[config.mk]
export PLATFORM = sky130hd
export DESIGN_NAME = josephus_elimination_flat
export DESIGN_NICKNAME = d
export VERILOG_FILES = /design/src/sv/josel_pkg.sv /design/src/sv/josel_ifs.sv /design/src/sv/josel_ctrl.sv /design/src/sv/josel_dp.sv /design/src/sv/josephus_elimination.sv /design/src/flat_wrapper.sv
export SDC_FILE = /design/constraint.sdc
export NUM_CORES = 1
export LEC_CHECK = 0
export BUFFER_PORTS_ARGS = -buffer_cell sky130_fd_sc_hd__buf_2
export CORE_MARGIN = 5
export CORE_UTILIZATION = 30
export DETAILED_ROUTE_END_ITERATION = 10
export HOLD_SLACK_MARGIN = 0.1
export SLEW_MARGIN = 20
export SYNTH_ARGS = -nofsm -noshare
export SYNTH_HDL_FRONTEND = slang
export SYNTH_SLANG_ARGS = --single-unit
[constraint.sdc]
create_clock -name clk -period 4.1 [get_ports clk]
set_input_delay 0.205 -clock clk [delete_from_list [all_inputs] [get_ports clk]]
set_output_delay 0.205 -clock clk [all_outputs]
set_load 0.02 [all_outputs]
[src/sv/josel_pkg.sv]
`timescale 1ns / 1ps
package josel_pkg;

	localparam int COUNT_W        = 7;
	localparam int STEP_W         = 8;
	localparam int MAX_PEOPLE_DEF = 64;

	typedef enum logic [1:0] {
		JOSEL_IDLE,
		JOSEL_JUDGE,
		JOSEL_SEEK
	} state_t;

	// controller -> datapath
	typedef struct packed {
		logic load;       // start a new circle from the request word
		logic kill;       // remove the person under the cursor
		logic tally_inc;  // count the person under the cursor and move on
		logic seek;       // move the cursor one seat
		logic emit;       // load the result register
		logic emit_last;  // the loaded word closes the run
		logic emit_bad;   // the loaded word reports an invalid request
	} cmd_t;

	// datapath -> controller
	typedef struct packed {
		logic req_bad;    // request word is invalid under the current step
		logic list;       // removals are listed for the running item
		logic one_left;   // only the survivor remains
		logic tally_hit;  // the person under the cursor is the step-th
		logic next_alive; // the seat after the cursor is occupied
		logic cur_alive;  // the seat under the cursor is occupied
		logic out_free;   // the result register can take a word this cycle
	} status_t;

endpackage

[src/sv/josel_ifs.sv]
`timescale 1ns / 1ps
interface josel_req_if;
	logic                           valid;
	logic                           ready;
	logic [josel_pkg::COUNT_W-1:0]  count;
	logic                           list_order;

	modport source (output valid, output count, output list_order, input ready);
	modport sink (input valid, input count, input list_order, output ready);
endinterface

interface josel_rsp_if;
	logic                           valid;
	logic                           ready;
	logic [josel_pkg::COUNT_W-1:0]  position;
	logic                           last;

	modport source (output valid, output position, output last, input ready);
	modport sink (input valid, input position, input last, output ready);
endinterface

[src/sv/josel_ctrl.sv]
`timescale 1ns / 1ps
module josel_ctrl (
	input  logic               clk,
	input  logic               arst_n,
	input  logic               req_valid,
	output logic               req_ready,
	input  josel_pkg::status_t status,
	output josel_pkg::cmd_t    cmd,
	output josel_pkg::state_t  state
);

	josel_pkg::state_t state_q, state_d;

	always_ff @(posedge clk or negedge arst_n) begin
		if (!arst_n) begin
			state_q <= josel_pkg::JOSEL_IDLE;
		end else begin
			state_q <= state_d;
		end
	end

	always_comb begin
		state_d   = state_q;
		cmd       = '0;
		req_ready = 1'b0;
		unique case (state_q)
			josel_pkg::JOSEL_IDLE: begin
				// a bad request answers at once with a single closing word
				req_ready = status.out_free;
				if (req_valid && status.out_free) begin
					if (status.req_bad) begin
						cmd.emit      = 1'b1;
						cmd.emit_last = 1'b1;
						cmd.emit_bad  = 1'b1;
					end else begin
						cmd.load = 1'b1;
						state_d  = josel_pkg::JOSEL_JUDGE;
					end
				end
			end
			josel_pkg::JOSEL_JUDGE: begin
				if (status.one_left) begin
					if (status.out_free) begin
						cmd.emit      = 1'b1;
						cmd.emit_last = 1'b1;
						state_d       = josel_pkg::JOSEL_IDLE;
					end
				end else if (status.tally_hit) begin
					// hold the removal while a listed word is still pending
					if (!status.list || status.out_free) begin
						cmd.kill = 1'b1;
						cmd.emit = status.list;
						state_d  = josel_pkg::JOSEL_SEEK;
					end
				end else begin
					cmd.tally_inc = 1'b1;
					state_d       = josel_pkg::JOSEL_SEEK;
				end
			end
			josel_pkg::JOSEL_SEEK: begin
				cmd.seek = 1'b1;
				if (status.next_alive) begin
					state_d = josel_pkg::JOSEL_JUDGE;
				end
			end
			default: begin
				state_d = josel_pkg::JOSEL_IDLE;
			end
		endcase
	end

	assign state = state_q;

endmodule

[src/sv/josel_dp.sv]
`timescale 1ns / 1ps
module josel_dp #(
	parameter int MAX_PEOPLE = josel_pkg::MAX_PEOPLE_DEF
) (
	input  logic                           clk,
	input  logic                           arst_n,
	input  logic                           step_we,
	input  logic [josel_pkg::STEP_W-1:0]   step_data,
	input  logic [josel_pkg::COUNT_W-1:0]  req_count,
	input  logic                           req_list_order,
	input  josel_pkg::cmd_t                cmd,
	output josel_pkg::status_t             status,
	output logic                           rsp_valid,
	input  logic                           rsp_ready,
	output logic [josel_pkg::COUNT_W-1:0]  rsp_position,
	output logic                           rsp_last
);

	localparam int IDX_W = (MAX_PEOPLE > 1) ? $clog2(MAX_PEOPLE) : 1;
	localparam logic [josel_pkg::COUNT_W-1:0] MAX_N = josel_pkg::COUNT_W'(MAX_PEOPLE);

	logic [josel_pkg::STEP_W-1:0]  step_q;
	logic [MAX_PEOPLE-1:0]         alive_q;
	logic [MAX_PEOPLE-1:0]         alive_init;
	logic [IDX_W-1:0]              cursor_q;
	logic [josel_pkg::STEP_W-1:0]  tally_q;
	logic [josel_pkg::COUNT_W-1:0] remaining_q;
	logic [josel_pkg::COUNT_W-1:0] n_q;
	logic                          list_q;
	logic                          out_valid_q;
	logic [josel_pkg::COUNT_W-1:0] out_pos_q;
	logic                          out_last_q;

	logic [josel_pkg::COUNT_W-1:0] cur_p1;
	logic [IDX_W-1:0]              nxt_idx;

	always_comb begin
		for (int i = 0; i < MAX_PEOPLE; i++) begin
			alive_init[i] = josel_pkg::COUNT_W'(i) < req_count;
		end
	end

	// seat after the cursor, wrapping at the circle size
	assign cur_p1  = josel_pkg::COUNT_W'(cursor_q) + 1'b1;
	assign nxt_idx = (cur_p1 >= n_q) ? '0 : cur_p1[IDX_W-1:0];

	always_comb begin
		status            = '0;
		status.req_bad    = (req_count == '0) || (step_q == '0) || (req_count > MAX_N);
		status.list       = list_q;
		status.one_left   = remaining_q == josel_pkg::COUNT_W'(1);
		status.tally_hit  = tally_q == step_q;
		status.next_alive = alive_q[nxt_idx];
		status.cur_alive  = alive_q[cursor_q];
		status.out_free   = !out_valid_q || rsp_ready;
	end

	always_ff @(posedge clk or negedge arst_n) begin
		if (!arst_n) begin
			step_q      <= josel_pkg::STEP_W'(1);
			alive_q     <= '0;
			cursor_q    <= '0;
			tally_q     <= '0;
			remaining_q <= '0;
			n_q         <= '0;
			list_q      <= 1'b0;
			out_valid_q <= 1'b0;
		end else begin
			if (step_we) begin
				step_q <= step_data;
			end
			if (cmd.load) begin
				alive_q     <= alive_init;
				cursor_q    <= '0;
				tally_q     <= josel_pkg::STEP_W'(1);
				remaining_q <= req_count;
				n_q         <= req_count;
				list_q      <= req_list_order;
			end
			if (cmd.kill) begin
				alive_q[cursor_q] <= 1'b0;
				remaining_q       <= remaining_q - 1'b1;
				tally_q           <= josel_pkg::STEP_W'(1);
			end
			if (cmd.tally_inc) begin
				tally_q <= tally_q + 1'b1;
			end
			if (cmd.seek) begin
				cursor_q <= nxt_idx;
			end
			if (cmd.emit) begin
				out_valid_q <= 1'b1;
			end else if (rsp_ready) begin
				out_valid_q <= 1'b0;
			end
		end
	end

	always_ff @(posedge clk) begin
		if (cmd.emit) begin
			out_pos_q  <= cmd.emit_bad ? '0 : cur_p1;
			out_last_q <= cmd.emit_last;
		end
	end

	assign rsp_valid    = out_valid_q;
	assign rsp_position = out_pos_q;
	assign rsp_last     = out_last_q;

endmodule

[src/sv/josephus_elimination.sv]
`timescale 1ns / 1ps
// channel  dir  word                      handshake
// req      in   count[6:0], list_order    valid/ready
// rsp      out  position[6:0], last       valid/ready
// step     in   step_data[7:0]            step_we, no ready
//
// One item at a time. Each live person is judged in JUDGE; the cursor then walks
// one seat per cycle in SEEK until it finds the next live seat. A bad request
// answers with a single closing word. Reset clears the controller and the result
// valid flag; step resets to 1. A stalled result holds listed removals, the
// survivor word and the taking of new requests.
module josephus_elimination #(
	parameter int MAX_PEOPLE = josel_pkg::MAX_PEOPLE_DEF
) (
	input  logic                         clk,
	input  logic                         arst_n,
	input  logic                         step_we,
	input  logic [josel_pkg::STEP_W-1:0] step_data,
	josel_req_if.sink                    req,
	josel_rsp_if.source                  rsp
);

	josel_pkg::cmd_t    cmd;
	josel_pkg::status_t status;
	josel_pkg::state_t  state;

	josel_ctrl u_ctrl (
		.clk       (clk),
		.arst_n    (arst_n),
		.req_valid (req.valid),
		.req_ready (req.ready),
		.status    (status),
		.cmd       (cmd),
		.state     (state)
	);

	josel_dp #(
		.MAX_PEOPLE (MAX_PEOPLE)
	) u_dp (
		.clk            (clk),
		.arst_n         (arst_n),
		.step_we        (step_we),
		.step_data      (step_data),
		.req_count      (req.count),
		.req_list_order (req.list_order),
		.cmd            (cmd),
		.status         (status),
		.rsp_valid      (rsp.valid),
		.rsp_ready      (rsp.ready),
		.rsp_position   (rsp.position),
		.rsp_last       (rsp.last)
	);

	a_ready_idle: assert property (@(posedge clk) disable iff (!arst_n)
		req.ready |-> state == josel_pkg::JOSEL_IDLE)
		else $error("request taken while an item is running");

	a_judge_live: assert property (@(posedge clk) disable iff (!arst_n)
		state == josel_pkg::JOSEL_JUDGE |-> status.cur_alive)
		else $error("judging an empty seat");

	a_no_overwrite: assert property (@(posedge clk) disable iff (!arst_n)
		cmd.emit |-> status.out_free)
		else $error("pending result overwritten");

	a_last_ends_run: assert property (@(posedge clk) disable iff (!arst_n)
		cmd.emit && cmd.emit_last && state == josel_pkg::JOSEL_JUDGE
		|=> state == josel_pkg::JOSEL_IDLE)
		else $error("survivor word did not end the run");

endmodule

[src/flat_wrapper.sv]
// flat-port wrapper written by rule: the top's interface ports become plain ports
module josephus_elimination_flat 
#(
	parameter int MAX_PEOPLE = josel_pkg::MAX_PEOPLE_DEF
)
  (clk, arst_n, step_we, step_data, req_valid, req_count, req_list_order, req_ready, rsp_valid, rsp_position, rsp_last, rsp_ready);
  josel_req_if req_i ();
  josel_rsp_if rsp_i ();
  input  logic clk;
  input  logic arst_n;
  input  logic step_we;
  input  logic [josel_pkg::STEP_W-1:0] step_data;
  input wire logic [$bits(req_i.valid)-1:0] req_valid;
  input wire logic [$bits(req_i.count)-1:0] req_count;
  input wire logic [$bits(req_i.list_order)-1:0] req_list_order;
  output wire logic [$bits(req_i.ready)-1:0] req_ready;
  output wire logic [$bits(rsp_i.valid)-1:0] rsp_valid;
  output wire logic [$bits(rsp_i.position)-1:0] rsp_position;
  output wire logic [$bits(rsp_i.last)-1:0] rsp_last;
  input wire logic [$bits(rsp_i.ready)-1:0] rsp_ready;
  assign req_i.valid = req_valid;
  assign req_i.count = req_count;
  assign req_i.list_order = req_list_order;
  assign req_ready = req_i.ready;
  assign rsp_valid = rsp_i.valid;
  assign rsp_position = rsp_i.position;
  assign rsp_last = rsp_i.last;
  assign rsp_i.ready = rsp_ready;
  josephus_elimination #(.MAX_PEOPLE(MAX_PEOPLE)) u_core (.clk(clk), .arst_n(arst_n), .step_we(step_we), .step_data(step_data), .req(req_i), .rsp(rsp_i));
endmodule
# Word-level counts from Yosys, hierarchy flattened
# Index checks and enable logic that the tools add are counted.
[totals]
register_bits = 112
out_inout_bits = 10
word_cells = 153
[op_classes]
n_addsub = 3
magnitude_cmp = 69
n_eq_ne = 9
mux = 43
n_bitwise = 2
reduce_logical = 16
[ops]
columns = ["cell", "n"]
rows = [
  ["< comparator 6 x 7 -> 1 bit (first input constant)", 32],
  ["two-way mux 64 bit", 2],
  ["< comparator 5 x 7 -> 1 bit (first input constant)", 16],
  ["AND 64 bit", 1],
  ["NOT 64 bit", 1],
  ["< comparator 4 x 7 -> 1 bit (first input constant)", 8],
  ["< comparator 3 x 7 -> 1 bit (first input constant)", 4],
  ["two-way mux 8 bit", 3],
  ["two-way mux 2 bit", 10],
  ["two-way mux 6 bit", 3],
  ["two-way mux 1 bit", 17],
  ["< comparator 1 x 7 -> 1 bit (first input constant)", 2],
  ["< comparator 2 x 7 -> 1 bit (first input constant)", 2],
  ["< comparator 6 x 7 -> 1 bit (second input constant)", 2],
  ["two-way mux 7 bit", 2],
  ["adder 8 x 1 -> 8 bit (second input constant)", 1],
  ["== test 8 bit", 1],
  ["zero test 8 bit", 1],
  ["adder 6 x 1 -> 7 bit (second input constant)", 1],
  ["== test 7 x 1 -> 1 bit (second input constant)", 1],
  ["greater-or-equal comparator 7 bit", 1],
  ["> comparator 7 bit (second input constant)", 1],
  ["zero test 7 bit", 1],
  ["subtractor 7 x 1 -> 7 bit (second input constant)", 1],
  ["19 further kinds", 28],
]

# Depth between registers and ports, before layout
# Gate-level depths: netlist of run 1.
[depth]
depth_word = 9
mapped_depth = 15
mapped_depth_nobuf = 13

# Modules after synthesis
# Synthesis of run 1 repeated with hierarchy kept, for this count alone.
[hier_totals]
cells_unflattened = 759
area_unflattened_um2 = 6926.6
[modules_own_cells]
columns = ["mod", "instances", "cells_each", "area_each_um2"]
rows = [
  ["josel_dp", 1, 733, 6730.2],
  ["josel_ctrl", 1, 26, 196.4],
]

# Worst setup path before layout of run 1
# OpenSTA, ideal clock, no wires.
[synth_timing]
path_type = "flip-flop to flip-flop"
startpoint = "reg u_core.u_dp.cursor_q[0]"
endpoint = "reg u_core.u_ctrl.state_q[0], in the netlist u_core.u_ctrl.state[0]"
t_arrival_ps = 3239
required_time_ps = 3979
setup_slack_ps = 740
path_stages_with_launch = 14
path_cell_list = "dfrtp_1 > ha_1 > xnor2_2 > inv_2 > clkbuf_1 > ha_1 > a21oi_1 > o21ai_0 > a211oi_1 > mux2_2 > a211o_1 > a311oi_1 > nand3_1 > a22o_1"
[synth_between]
elab_chain_cells = 7
[synth_lines]
columns = ["item", "line_no", "rtl"]
rows = [
  ["start, declared", "josel_dp.sv:25", "logic [IDX_W-1:0] cursor_q;"],
  ["start signal, assigned", "josel_dp.sv:89", "cursor_q <= nxt_idx;"],
  ["adder 6 x 1 -> 7 bit (*)", "josel_dp.sv:44", "assign cur_p1 = josel_pkg::COUNT_W'(cursor_q) + 1'b1;"],
  ["named net u_core.u_dp.cur_p1, one bit", "josel_dp.sv:34", "logic [josel_pkg::COUNT_W-1:0] cur_p1;"],
  ["greater-or-equal comparator 7 bit", "josel_dp.sv:45", "assign nxt_idx = (cur_p1 >= n_q) ? '0 : cur_p1[IDX_W-1:0];"],
  ["two-way mux 6 bit (*)", "josel_dp.sv:45", ""],
  ["binary-select mux 1 bit (select 6 bit) (*)", "josel_dp.sv:53", "status.next_alive = alive_q[nxt_idx];"],
  ["two-way mux 1 bit (implied by the code) (*)", "josel_dp.sv:53", ""],
  ["!= test 2 x 1 -> 1 bit (no line) (*)", "-", ""],
  ["AND reduction 5 bit (no line) (*)", "-", ""],
  ["end signal, assigned", "josel_ctrl.sv:16", "state_q <= josel_pkg::JOSEL_IDLE;"],
  ["end signal, assigned", "josel_ctrl.sv:18", "state_q <= state_d;"],
  ["end, declared", "josel_ctrl.sv:12", "josel_pkg::state_t state_q, state_d;"],
]
# Mark *: on every way through the listed nets, which the timed path passes. The rest lies on a longest branch. The select of a mux whose other input is x is not followed.
# A chain may end at the register's enable or synchronous reset.

# Worst setup path after layout of run 1
[layout_timing]
startpoint = "reg u_core.u_dp.cursor_q[2]"
endpoint = "reg u_core.u_ctrl.state_q[0], in the netlist u_core.u_ctrl.state[0]"
# The elaborated chain is that of the path after synthesis.

==> flow_metrics.tcl, run 1 <==
set metrics [dict create \
    outcome "complete, no violations" \
    synth-warning-count 0 \
    swShare 0.2340 \
    core_area_sq_um 20820 \
    synthCells 699 \
    worst-path-buf-inv 1 \
    pwr-share-clk 0.413 \
    yosysMostFrequentCell "dfrtp_1" \
    finalHoldViolCount 0 \
    finalSetupViolCount 0 \
    finalCriticalPeriod_ns 3.848 \
    drcViolationCount 0 \
    die_h_um 154.8 \
    dieArea_sq_um 23970 \
    synth_edf_count 8 \
    seqPwrFrac 0.531 \
    synth.distinct_cells 66 \
    cts_buffers 9 \
    cap_violations 0 \
    drv_slew 0 \
    start_util 0.3022 \
    fin_worst_skew_ns 0.01325 \
    cp-end-kind "flip-flop" \
    seqCellArea_sq_um 2845 \
    io_pins 31 \
    antenna_found_initial 0 \
    max_slew_margin 0.3783 \
    grt.overflow.total 0 \
    cts_tree "done" \
    fin_util 0.3438 \
    critical_path.max_fanout 13 \
    layout.nets 754 \
    power.internal_w 0.001632 \
    grt_pass1_wl_um 31310 \
    clock-sinks 112 \
    clk_pin_slew_ns 0.07 \
    num_vias 5591 \
    yosys_register_bits 112 \
    root_buffer "clkbuf_16" \
    syn_avg_cell_area_sq_um 9.002 \
    placed_area_sq_um 6743 \
    multi_input_area_sq_um 3184 \
    power_switching_w 0.0004983 \
    fmaxAchievable_mhz 259.9 \
    synth_top_area_cell "dfrtp_1" \
    fin_tns_setup_ns 0 \
    insertion_delay_ns 0.37 \
    fp.dieW_um 154.8 \
    finalCritPeriodShare 0.9384 \
    diodes 0 \
    synth_nets 731 \
    rsz0062_at_grt "no" \
    vias_per_cell 5.580 \
    worstSetupPathType "flip-flop to flip-flop" \
    p_leak_nw 2.990 \
    netlist_top_cells_area "dfrtp_1 (41%), a21oi_1 (7.5%), o21ai_0 (4.9%)" \
    p_per_area_nw_per_um2 297.5 \
    clk_path_buf_depth 2 \
    worst_pin_slew_ns 0.9291 \
    syn_area_sq_um 6292 \
    first_global_vias 5384 \
    track_usage 0.1660 \
    synth_ff_type "dfrtp_1" \
    post-dp-hpwl_um 13450 \
    critPathMaxStageDelay_ns 0.62 \
    design_area_sq_um 7158 \
    arrival_ns 4.10 \
    crit_required_ns 4.35 \
    drt-wirelength-per-cell_um 19.36 \
    cts_max_level 3 \
    critPathLaunchType "flip-flop" \
    drive_above_1_share 0.1348 \
    rows 53 \
    port_buffers 30 \
    drt_iter0_markers 665 \
    gp_congestion 0.8964 \
    path_cells "and3_1, xnor2_4, inv_1, ha_1, a21oi_1, o21ai_0, a211oi_1, mux2_2, a211o_1, a311oi_1, nand3_1, a22o_1" \
    drt-pass1-iter-count 5 \
    fillers 2162 \
    ys_top_cells_by_count "dfrtp_1 (103), a21oi_1 (94), nand2_1 (75)" \
    cpMaxStageDelayCell "dfrtp_1" \
    peakVddDrop_v 0.0001672 \
    critPathTopFamily "compound AO/OA/AOI/OAI gates" \
    combPwrFrac 0.056 \
    grt_max_degree 65 \
    netlist.area_leader.share 0.4096 \
    routed_wl_um 19400 \
    postRouteAntennaNets 0 \
    async_flop_share 0.9286 \
    yosysSeqAreaShare 0.4520 \
    min_path_type "primary input to flip-flop" \
    syn_to_final_growth_pct 13.76 \
]
==> final cells by class <==
| cell class | instances | share of cell area |
|---|---|---|
| flip-flops and latches | 112 | 0.3975 |
| multi-input cells | 518 | 0.4449 |
| inverters | 17 | 0.008915 |
| repair buffers | 64 | 0.06048 |
| well taps | 275 | 0.04807 |
| clock buffers | 15 | 0.03898 |
| clock inverters | 1 | 0.001224 |
==> power groups by stage <==
stage                     sequential [W]  clock (W)  combinational, W
after floorplan                  0.00115          0         0.0000529
after global placement           0.00115          0          0.000111
after detailed placement         0.00115          0          0.000111
after CTS                        0.00113   0.000893          0.000119
after global routing             0.00113   0.000934          0.000131
final                            0.00113   0.000880          0.000120
==> kinds of logic after synthesis <==
group	Yosys count	synth area share
AOI/OAI and AO/OA	233	0.2179
and+or+nand+nor	229	0.1796
DFF	112	0.4520
buffers and inverters	69	0.04732
muxes	30	0.05806
xor gates and xnor gates	15	0.02326
adders and majority gates	11	0.02187
==> tightest hold or removal path, stage by stage <==
cell,delay (ns)
buf_2,0.18
nand2_1,0.12
nand2_1,0.05
==> final timing paths <==
check,cells past startpoint,slack [ns],to,start
worst min-delay path,3,0.23,u_core.u_dp.n_q[0],req_count[0]
worst max register to register,12,0.25,u_core.u_ctrl.state[0],u_core.u_dp.cursor_q[2]
min in group asynchronous,2,0.50,u_core.u_dp.step_q[6],arst_n
worst max-delay path,12,0.25,u_core.u_ctrl.state[0],u_core.u_dp.cursor_q[2]
max in group asynchronous,3,2.52,u_core.u_dp.alive_q[28],arst_n
worst min register to register,1,0.51,u_core.u_dp.tally_q[7],u_core.u_dp.tally_q[7]
==> routing by layer <==
layer | wire, um | GRT usage
met3 | 1553 | 0.02994
met1 | 8836 | 0.2445
met2 | 8387 | 0.2392
met5 | 0 | 0
met4 | 620 | 0.06854
==> flip-flops by register name, indices dropped and copies added, names as in the netlist <==
name and count:
u_core.u_ctrl.state 2, u_core.u_dp.remaining_q 7, u_core.u_dp.alive_q 64, u_core.u_dp.tally_q 8, u_core.u_dp.list_q 1, u_core.u_dp.rsp_position 7, u_core.u_dp.cursor_q 6, u_core.u_dp.rsp_valid 1
u_core.u_dp.n_q 7, u_core.u_dp.step_q 8, u_core.u_dp.rsp_last 1
==> repair_timing <==
action / 4_1_cts / 5_1_grt
gates resized for setup: 0 / 1
hold buffers: 10 / 0
setup buffers: 0 / 0
setup endpoints to repair: 0 / 1
hold endpoints to repair: 71 / 0
==> metrics by stage <==
step | worst slack (ns) | std cells | total power, W | hold WS (ns)
6_report | 0.2524 | 1002 | 0.002130 | 0.2307
5_1_grt | 0.01380 | 1002 | 0.002197 | 0.2394
4_1_cts | 0.2268 | 1002 | 0.002142 | 0.2212
3_5_place_dp | 0.2148 | 976 | 0.001264 | 0.3740
3_3_place_gp | 0.3563 | 976 | 0.001263 | 0.3694
2_1_floorplan | 0.7400 | 699 | 0.001203 | -0.09059
==> placed cells by master, fill, tap and decap left out, types with 5 or more instances in the layout <==
cell / n
a211oi_1: 17
a21oi_1: 94
a221oi_1: 6
a31oi_1: 13
and3_1: 9
buf_2: 29
buf_4: 25
clkbuf_16: 10
dfrtp_1: 102
dlygate4sd3_1: 10
edfxtp_1: 8
ha_1: 11
inv_1: 16
mux2_2: 12
mux2i_1: 14
nand2_1: 75
nand2b_1: 6
nand3_1: 30
nand4_1: 5
nor2_1: 47
nor2b_1: 10
nor3_1: 9
nor3b_1: 6
nor4_1: 5
o211ai_1: 16
o21ai_0: 61
or3_1: 6
xnor2_1: 9
Note: power is estimated with default switching activity, not from simulation.
==> run 2, diff against run 1 <==
--- a/config.mk
+++ b/config.mk
@@ -5,6 +5,7 @@
 export SDC_FILE = /design/constraint.sdc
 export NUM_CORES = 1
 export LEC_CHECK = 0
+export ABC_AREA = 1
 export BUFFER_PORTS_ARGS = -buffer_cell sky130_fd_sc_hd__buf_2
 export CORE_MARGIN = 5
 export CORE_UTILIZATION = 30
==> flow_metrics.tcl, run 2 <==
set metrics [dict create \
    outcome "complete, no violations" \
    grt_max_degree 38 \
    drv_slew 0 \
    synth-warning-count 0 \
    drive_above_1_share 0.1109 \
    max_slew_margin 0.2695 \
    p_leak_nw 3.663 \
    hold_depth 3 \
    worstHoldStart "req_count[1]" \
    p_per_area_nw_per_um2 723.3 \
    clk_pin_slew_ns 0.09 \
    synthCells 857 \
    syn_area_sq_um 6571 \
    finalSetupViolCount 0 \
    cts_tree "done" \
    start_util 0.3030 \
    die_h_um 158 \
    finalCriticalPeriod_ns 3.712 \
    finalPower_w 0.005429 \
    critical_path.max_fanout 11 \
    rrSetupSlack_ns 0.39 \
    largest_register_ff_count 64 \
    grt.overflow.total 0 \
    cp-end-kind "flip-flop" \
    dieArea_sq_um 24960 \
    crit_required_ns 4.35 \
    port_buffers 30 \
    fmaxAchievable_mhz 269.4 \
    finalHoldViolCount 0 \
    holdPathEnd "u_core.u_dp.n_q[1]" \
    syn_to_final_growth_pct 14.22 \
    r2r_cells 19 \
    synth.distinct_cells 50 \
    fin_tns_setup_ns 0 \
    root_buffer "clkbuf_16" \
    regToRegStartpoint "u_core.u_dp.cursor_q[0]" \
    netlist_top_cells_area "dfrtp_1 (39%), nand2_1 (9.3%), inv_1 (8.4%)" \
    drt-wirelength-per-cell_um 18.33 \
    peakVddDrop_v 0.0002885 \
    synth_nets 889 \
    cpMaxStageDelayCell "dfrtp_2" \
    worstSetupPathType "flip-flop to flip-flop" \
    postRouteAntennaNets 0 \
    syn_avg_cell_area_sq_um 7.668 \
    grt_pass1_wl_um 34290 \
    yosys_register_bits 112 \
    first_global_vias 6056 \
    finalCritPeriodShare 0.9053 \
    synth_ff_type "dfrtp_1" \
    fin_worst_skew_ns 0.01722 \
    reg_top3 "u_core.u_dp.alive_q x64, u_core.u_dp.step_q x8, u_core.u_dp.tally_q x8" \
    synth_edf_count 8 \
    cts_buffers 9 \
    worst_pin_slew_ns 1.087 \
    io_pins 31 \
    layout.nets 929 \
    routed_wl_um 21670 \
    ys_top_cells_by_count "nand2_1 (162), inv_1 (147), dfrtp_1 (103)" \
    worstReg2RegEnd "u_core.u_ctrl.state[1]" \
    critPathLaunchType "flip-flop" \
    insertion_delay_ns 0.38 \
    path_cells "ha_1, nand2_1, inv_1, nand2_1, xor2_1, inv_1, ha_1, nand2_1, nand2_1, a21oi_4, nand3_1, inv_1, nand3_1, nand3_1, nand3_1, nand3_1, nand3_1, nand3_1, o21ai_0" \
    critPathMaxStageDelay_ns 0.50 \
    rows 54 \
    gp_congestion 0.9605 \
    max_flop_register "u_core.u_dp.alive_q" \
    cap_violations 0 \
    yosysMostFrequentCell "nand2_1" \
    num_vias 6168 \
    core_area_sq_um 21690 \
    layout_commonest_cell "nand2_1" \
    track_usage 0.1780 \
    crit_top_cell "nand3_1" \
    drt_iter0_markers 782 \
    clk_path_buf_depth 2 \
    netlist.area_leader.share 0.3922 \
    rsz0062_at_grt "no" \
    final_cell_mix "nand2_1 (162), inv_1 (147), dfrtp_1 (101)" \
    drt-pass1-iter-count 5 \
    min_path_type "primary input to flip-flop" \
    fp.dieW_um 158 \
    arrival_ns 3.96 \
    cts_max_level 3 \
    drcViolationCount 0 \
    async_flop_share 0.9286 \
    antenna_found_initial 0 \
    clock-sinks 112 \
    diodes 0 \
    yosysSeqAreaShare 0.4328 \
    vias_per_cell 5.218 \
    post-dp-hpwl_um 15530 \
    synth_top_area_cell "dfrtp_1" \
]
-- run 2: cells by family (layout without fill, tap and decap cells) --
family / Yosys count / after routing / synth area share
buf+inv: 182 / 227 / 0.1095
flops: 112 / 112 / 0.4328
fa+ha+maj: 11 / 11 / 0.02094
compound gates: 173 / 173 / 0.1704
simple gates: 369 / 369 / 0.2530
xor+xnor: 10 / 10 / 0.01333
-- run 2: worst max-delay path by stage --
stage	start	to	slack [ns]	depth (start not counted)
4_1_cts	u_core.u_dp.cursor_q[0]	u_core.u_ctrl.state[1]	0.13	19
6_report	u_core.u_dp.cursor_q[0]	u_core.u_ctrl.state[1]	0.39	19
3_3_place_gp	u_core.u_dp.cursor_q[0]	u_core.u_ctrl.state[1]	0.30	19
2_1_floorplan	u_core.u_dp.cursor_q[0]	u_core.u_ctrl.state[0]	1.16	23
5_1_grt	u_core.u_dp.cursor_q[0]	u_core.u_ctrl.state[0]	0.06	22
3_5_place_dp	u_core.u_dp.cursor_q[0]	u_core.u_ctrl.state[1]	0.15	19
-- run 2: per-layer routing --
layer / global-route usage / vias up / part of all wire
li1: - / 2919 / -
met1: 0.2567 / 2944 / 0.47
met2: 0.2700 / 263 / 0.44
met3: 0.03691 / 42 / 0.071
met4: 0.05240 / 0 / 0.025
met5: 0 / - / 0
-- run 2: layout make-up --
cell class	instances	area, sq um
clock buffer	9	225.2
clock inverter	7	110.1
fill	2312	14180
inverter	156	588.1
multi-input combinational	563	3020
sequential	112	2846
tap	280	350.3
timing repair buffer	55	365.4
-- run 2: critical path: cells and delay by family, from the launching register on --
kind | cells | cell delay, ns
AOI/OAI and AO/OA | 2 | 0.42
xor gates and xnor gates | 1 | 0.31
adders and majority gates | 2 | 0.54
buffers and inverters | 3 | 0.58
DFF | 1 | 0.50
and+or+nand+nor | 11 | 1.24
-- run 2: power by group --
part	switching (W)	internal (W)	total (W)
registers	0.000235	0.00157	0.00181
clock network	0.000493	0.000502	0.000994
logic	0.00166	0.000961	0.00263
total	0.00239	0.00304	0.00543
-- run 2: what timing repair did --
item | in CTS | in global routing
hold buffers | 10 | 0
setup endpoints to repair | 0 | 2
endpoints found under the hold margin | 43 | 0
resized for setup | 0 | 3
setup buffers | 0 | 0
-- run 2: metrics by stage --
stage	cells	hold WS, ns	cell area [sq um]	utilization	setup WS, ns
floorplan	857	-0.09059	6571	-	1.160
global placement	1156	0.2114	7061	0.3255	0.2976
detailed placement	1156	0.2092	7061	0.3255	0.1516
CTS	1182	0.1548	7496	0.3456	0.1295
global route	1182	0.1605	7506	0.3461	0.06008
finish	1182	0.1604	7506	0.3461	0.3882
==> run 3, diff against run 2 <==
--- a/config.mk
+++ b/config.mk
@@ -14,4 +14,5 @@
 export SLEW_MARGIN = 20
 export SYNTH_ARGS = -nofsm -noshare
 export SYNTH_HDL_FRONTEND = slang
+export SYNTH_HIERARCHICAL = 1
 export SYNTH_SLANG_ARGS = --single-unit
==> flow_metrics.tcl, run 3 <==
set metrics [dict create \
    outcome "complete, no violations" \
    finalSetupViolCount 0 \
    multi_input_area_sq_um 2948 \
    worst_pin_slew_ns 1.116 \
    dieArea_sq_um 24920 \
    core_area_sq_um 21690 \
    cts_tree "done" \
    postRouteAntennaNets 0 \
    vias_per_cell 5.208 \
    seqPwrFrac 0.406 \
    preCtsSetupSlack_ns 0.2821 \
    min_path_type "primary input to flip-flop" \
    first_global_vias 5978 \
    grt_pass1_wl_um 34200 \
    synth-warning-count 6 \
    gp_congestion 0.9824 \
    clk_path_buf_depth 2 \
    drt-pass1-iter-count 6 \
    drive_above_1_share 0.1171 \
    placed_area_sq_um 7081 \
    post-dp-hpwl_um 15780 \
    finalCritPeriodShare 0.9208 \
    start_util 0.3024 \
    fin_worst_skew_ns 0.009090 \
    fmaxAchievable_mhz 264.9 \
    pwr-share-clk 0.229 \
    io_pins 31 \
    synthCells 880 \
    p_per_area_nw_per_um2 523.2 \
    drt_iter0_markers 758 \
    syn_area_sq_um 6559 \
    drt-wirelength-per-cell_um 17.80 \
    fin_tns_setup_ns 0 \
    layout_commonest_cell "nand2_1" \
    grt_max_degree 54 \
    max_flop_register "u_core/u_dp/alive_q" \
    critical_path.max_fanout 16 \
    cts_max_level 3 \
    clock-sinks 112 \
    cp-end-kind "flip-flop" \
    port_buffers 30 \
    crit_required_ns 4.36 \
    syn_to_final_growth_pct 14.90 \
    syn_avg_cell_area_sq_um 7.453 \
    swShare 0.3987 \
    track_usage 0.1766 \
    max_slew_margin 0.2504 \
    antenna_found_initial 0 \
    die_h_um 157.9 \
    largest_register_ff_count 64 \
    grt.overflow.total 0 \
    combPwrFrac 0.366 \
    routed_wl_um 21560 \
    arrival_ns 4.03 \
    fillers 2269 \
    design_area_sq_um 7536 \
    clk_pin_slew_ns 0.08 \
    finalHoldViolCount 0 \
    diodes 0 \
    critPathLaunchType "flip-flop" \
    seqCellArea_sq_um 2844 \
    reg_top3 "u_core/u_dp/alive_q x64, u_core/u_dp/step_q x8, u_core/u_dp/tally_q x8" \
    p_leak_nw 3.734 \
    final_cell_mix "nand2_1 (165), inv_1 (152), dfrtp_1 (103)" \
    power_switching_w 0.001572 \
    insertion_delay_ns 0.36 \
    finalCriticalPeriod_ns 3.775 \
    drv_slew 0 \
    layout.nets 958 \
    num_vias 6307 \
    rsz0062_at_grt "no" \
    rows 54 \
    worstSetupPathType "flip-flop to flip-flop" \
    setup_ws_ns 0.3249 \
    drcViolationCount 0 \
    peakVddDrop_v 0.0002170 \
    cap_violations 0 \
    power.internal_w 0.002371 \
    cts_buffers 9 \
    root_buffer "clkbuf_16" \
    synth_nets 912 \
    fp.dieW_um 157.9 \
]
==> run 3: metal layers <==
metal / routed length (um) / GRT usage
met2: 9366 / 0.2566
met3: 1771 / 0.02816
met4: 518 / 0.06268
met1: 9901 / 0.2648
met5: 0 / 0
==> run 3: worst max-delay path: stages, from the launching register on <==
cell and delay (ns):
dfrtp_1 0.50, clkinvlp_4 0.28, nor2_4 0.32, inv_1 0.07, o21a_1 0.21, inv_1 0.07, ha_1 0.22, nand2_2 0.07
nor2_1 0.05, nand2_2 0.14, buf_4 0.25, nand3_4 0.25, buf_4 0.28, nand2_1 0.11, nand2_1 0.08, nand2_1 0.08
nand3_1 0.07, nand3_1 0.08, nand3_1 0.08, nand3_1 0.07, nand2_1 0.09, inv_1 0.08, nand2_2 0.06, nand4_1 0.09
nand2_1 0.05
==> run 3: worst paths after layout <==
kind,from,to,slack [ns],cells past startpoint
worst min register to register,u_core/u_dp/n_q[0],u_core/u_dp/n_q[0],0.50,2
worst max register to register,u_core/u_dp/cursor_q[3],u_core/u_ctrl/state[0],0.32,24
worst max-delay path,u_core/u_dp/cursor_q[3],u_core/u_ctrl/state[0],0.32,24
max in group asynchronous,arst_n,u_core/u_dp/alive_q[5],2.95,3
worst min-delay path,req_count[1],u_core/u_dp/n_q[1],0.15,3
min in group asynchronous,arst_n,u_core/u_dp/alive_q[15],0.28,2
==> run 3: layout make-up <==
type	instances	area share
well taps	280	0.04649
clock buffers	9	0.02989
repair buffers	67	0.06210
clock inverters	7	0.01013
multi-input cells	571	0.3912
inverters	165	0.08285
flip-flops and latches	112	0.3774
==> run 3: stage by stage <==
step	util	std cells	total power [W]	hold WS, ns
after floorplan	-	880	0.002637	-0.09059
after global placement	0.3263	1182	0.003004	0.1289
after detailed placement	0.3265	1182	0.003012	0.1258
after CTS	0.3450	1208	0.003930	0.1496
after global routing	0.3475	1211	0.004230	0.1937
final	0.3475	1211	0.003943	0.1502
==> run 3: timing repair <==
item                                    4_1_cts  5_1_grt
hold buffers                                 10        0
gates resized for setup                       0        3
hold endpoints to repair                     30        0
buffers inserted                              0        3
endpoints found under the setup margin        0        2
==> run 3: power by group through the flow <==
stage               sequential (W)  combinational [W]  clock [W]
floorplan                  0.00155            0.00109          0
global placement           0.00160            0.00140          0
detailed placement         0.00161            0.00140          0
CTS                        0.00159            0.00141   0.000926
global route               0.00163            0.00164   0.000962
finish                     0.00160            0.00144   0.000903
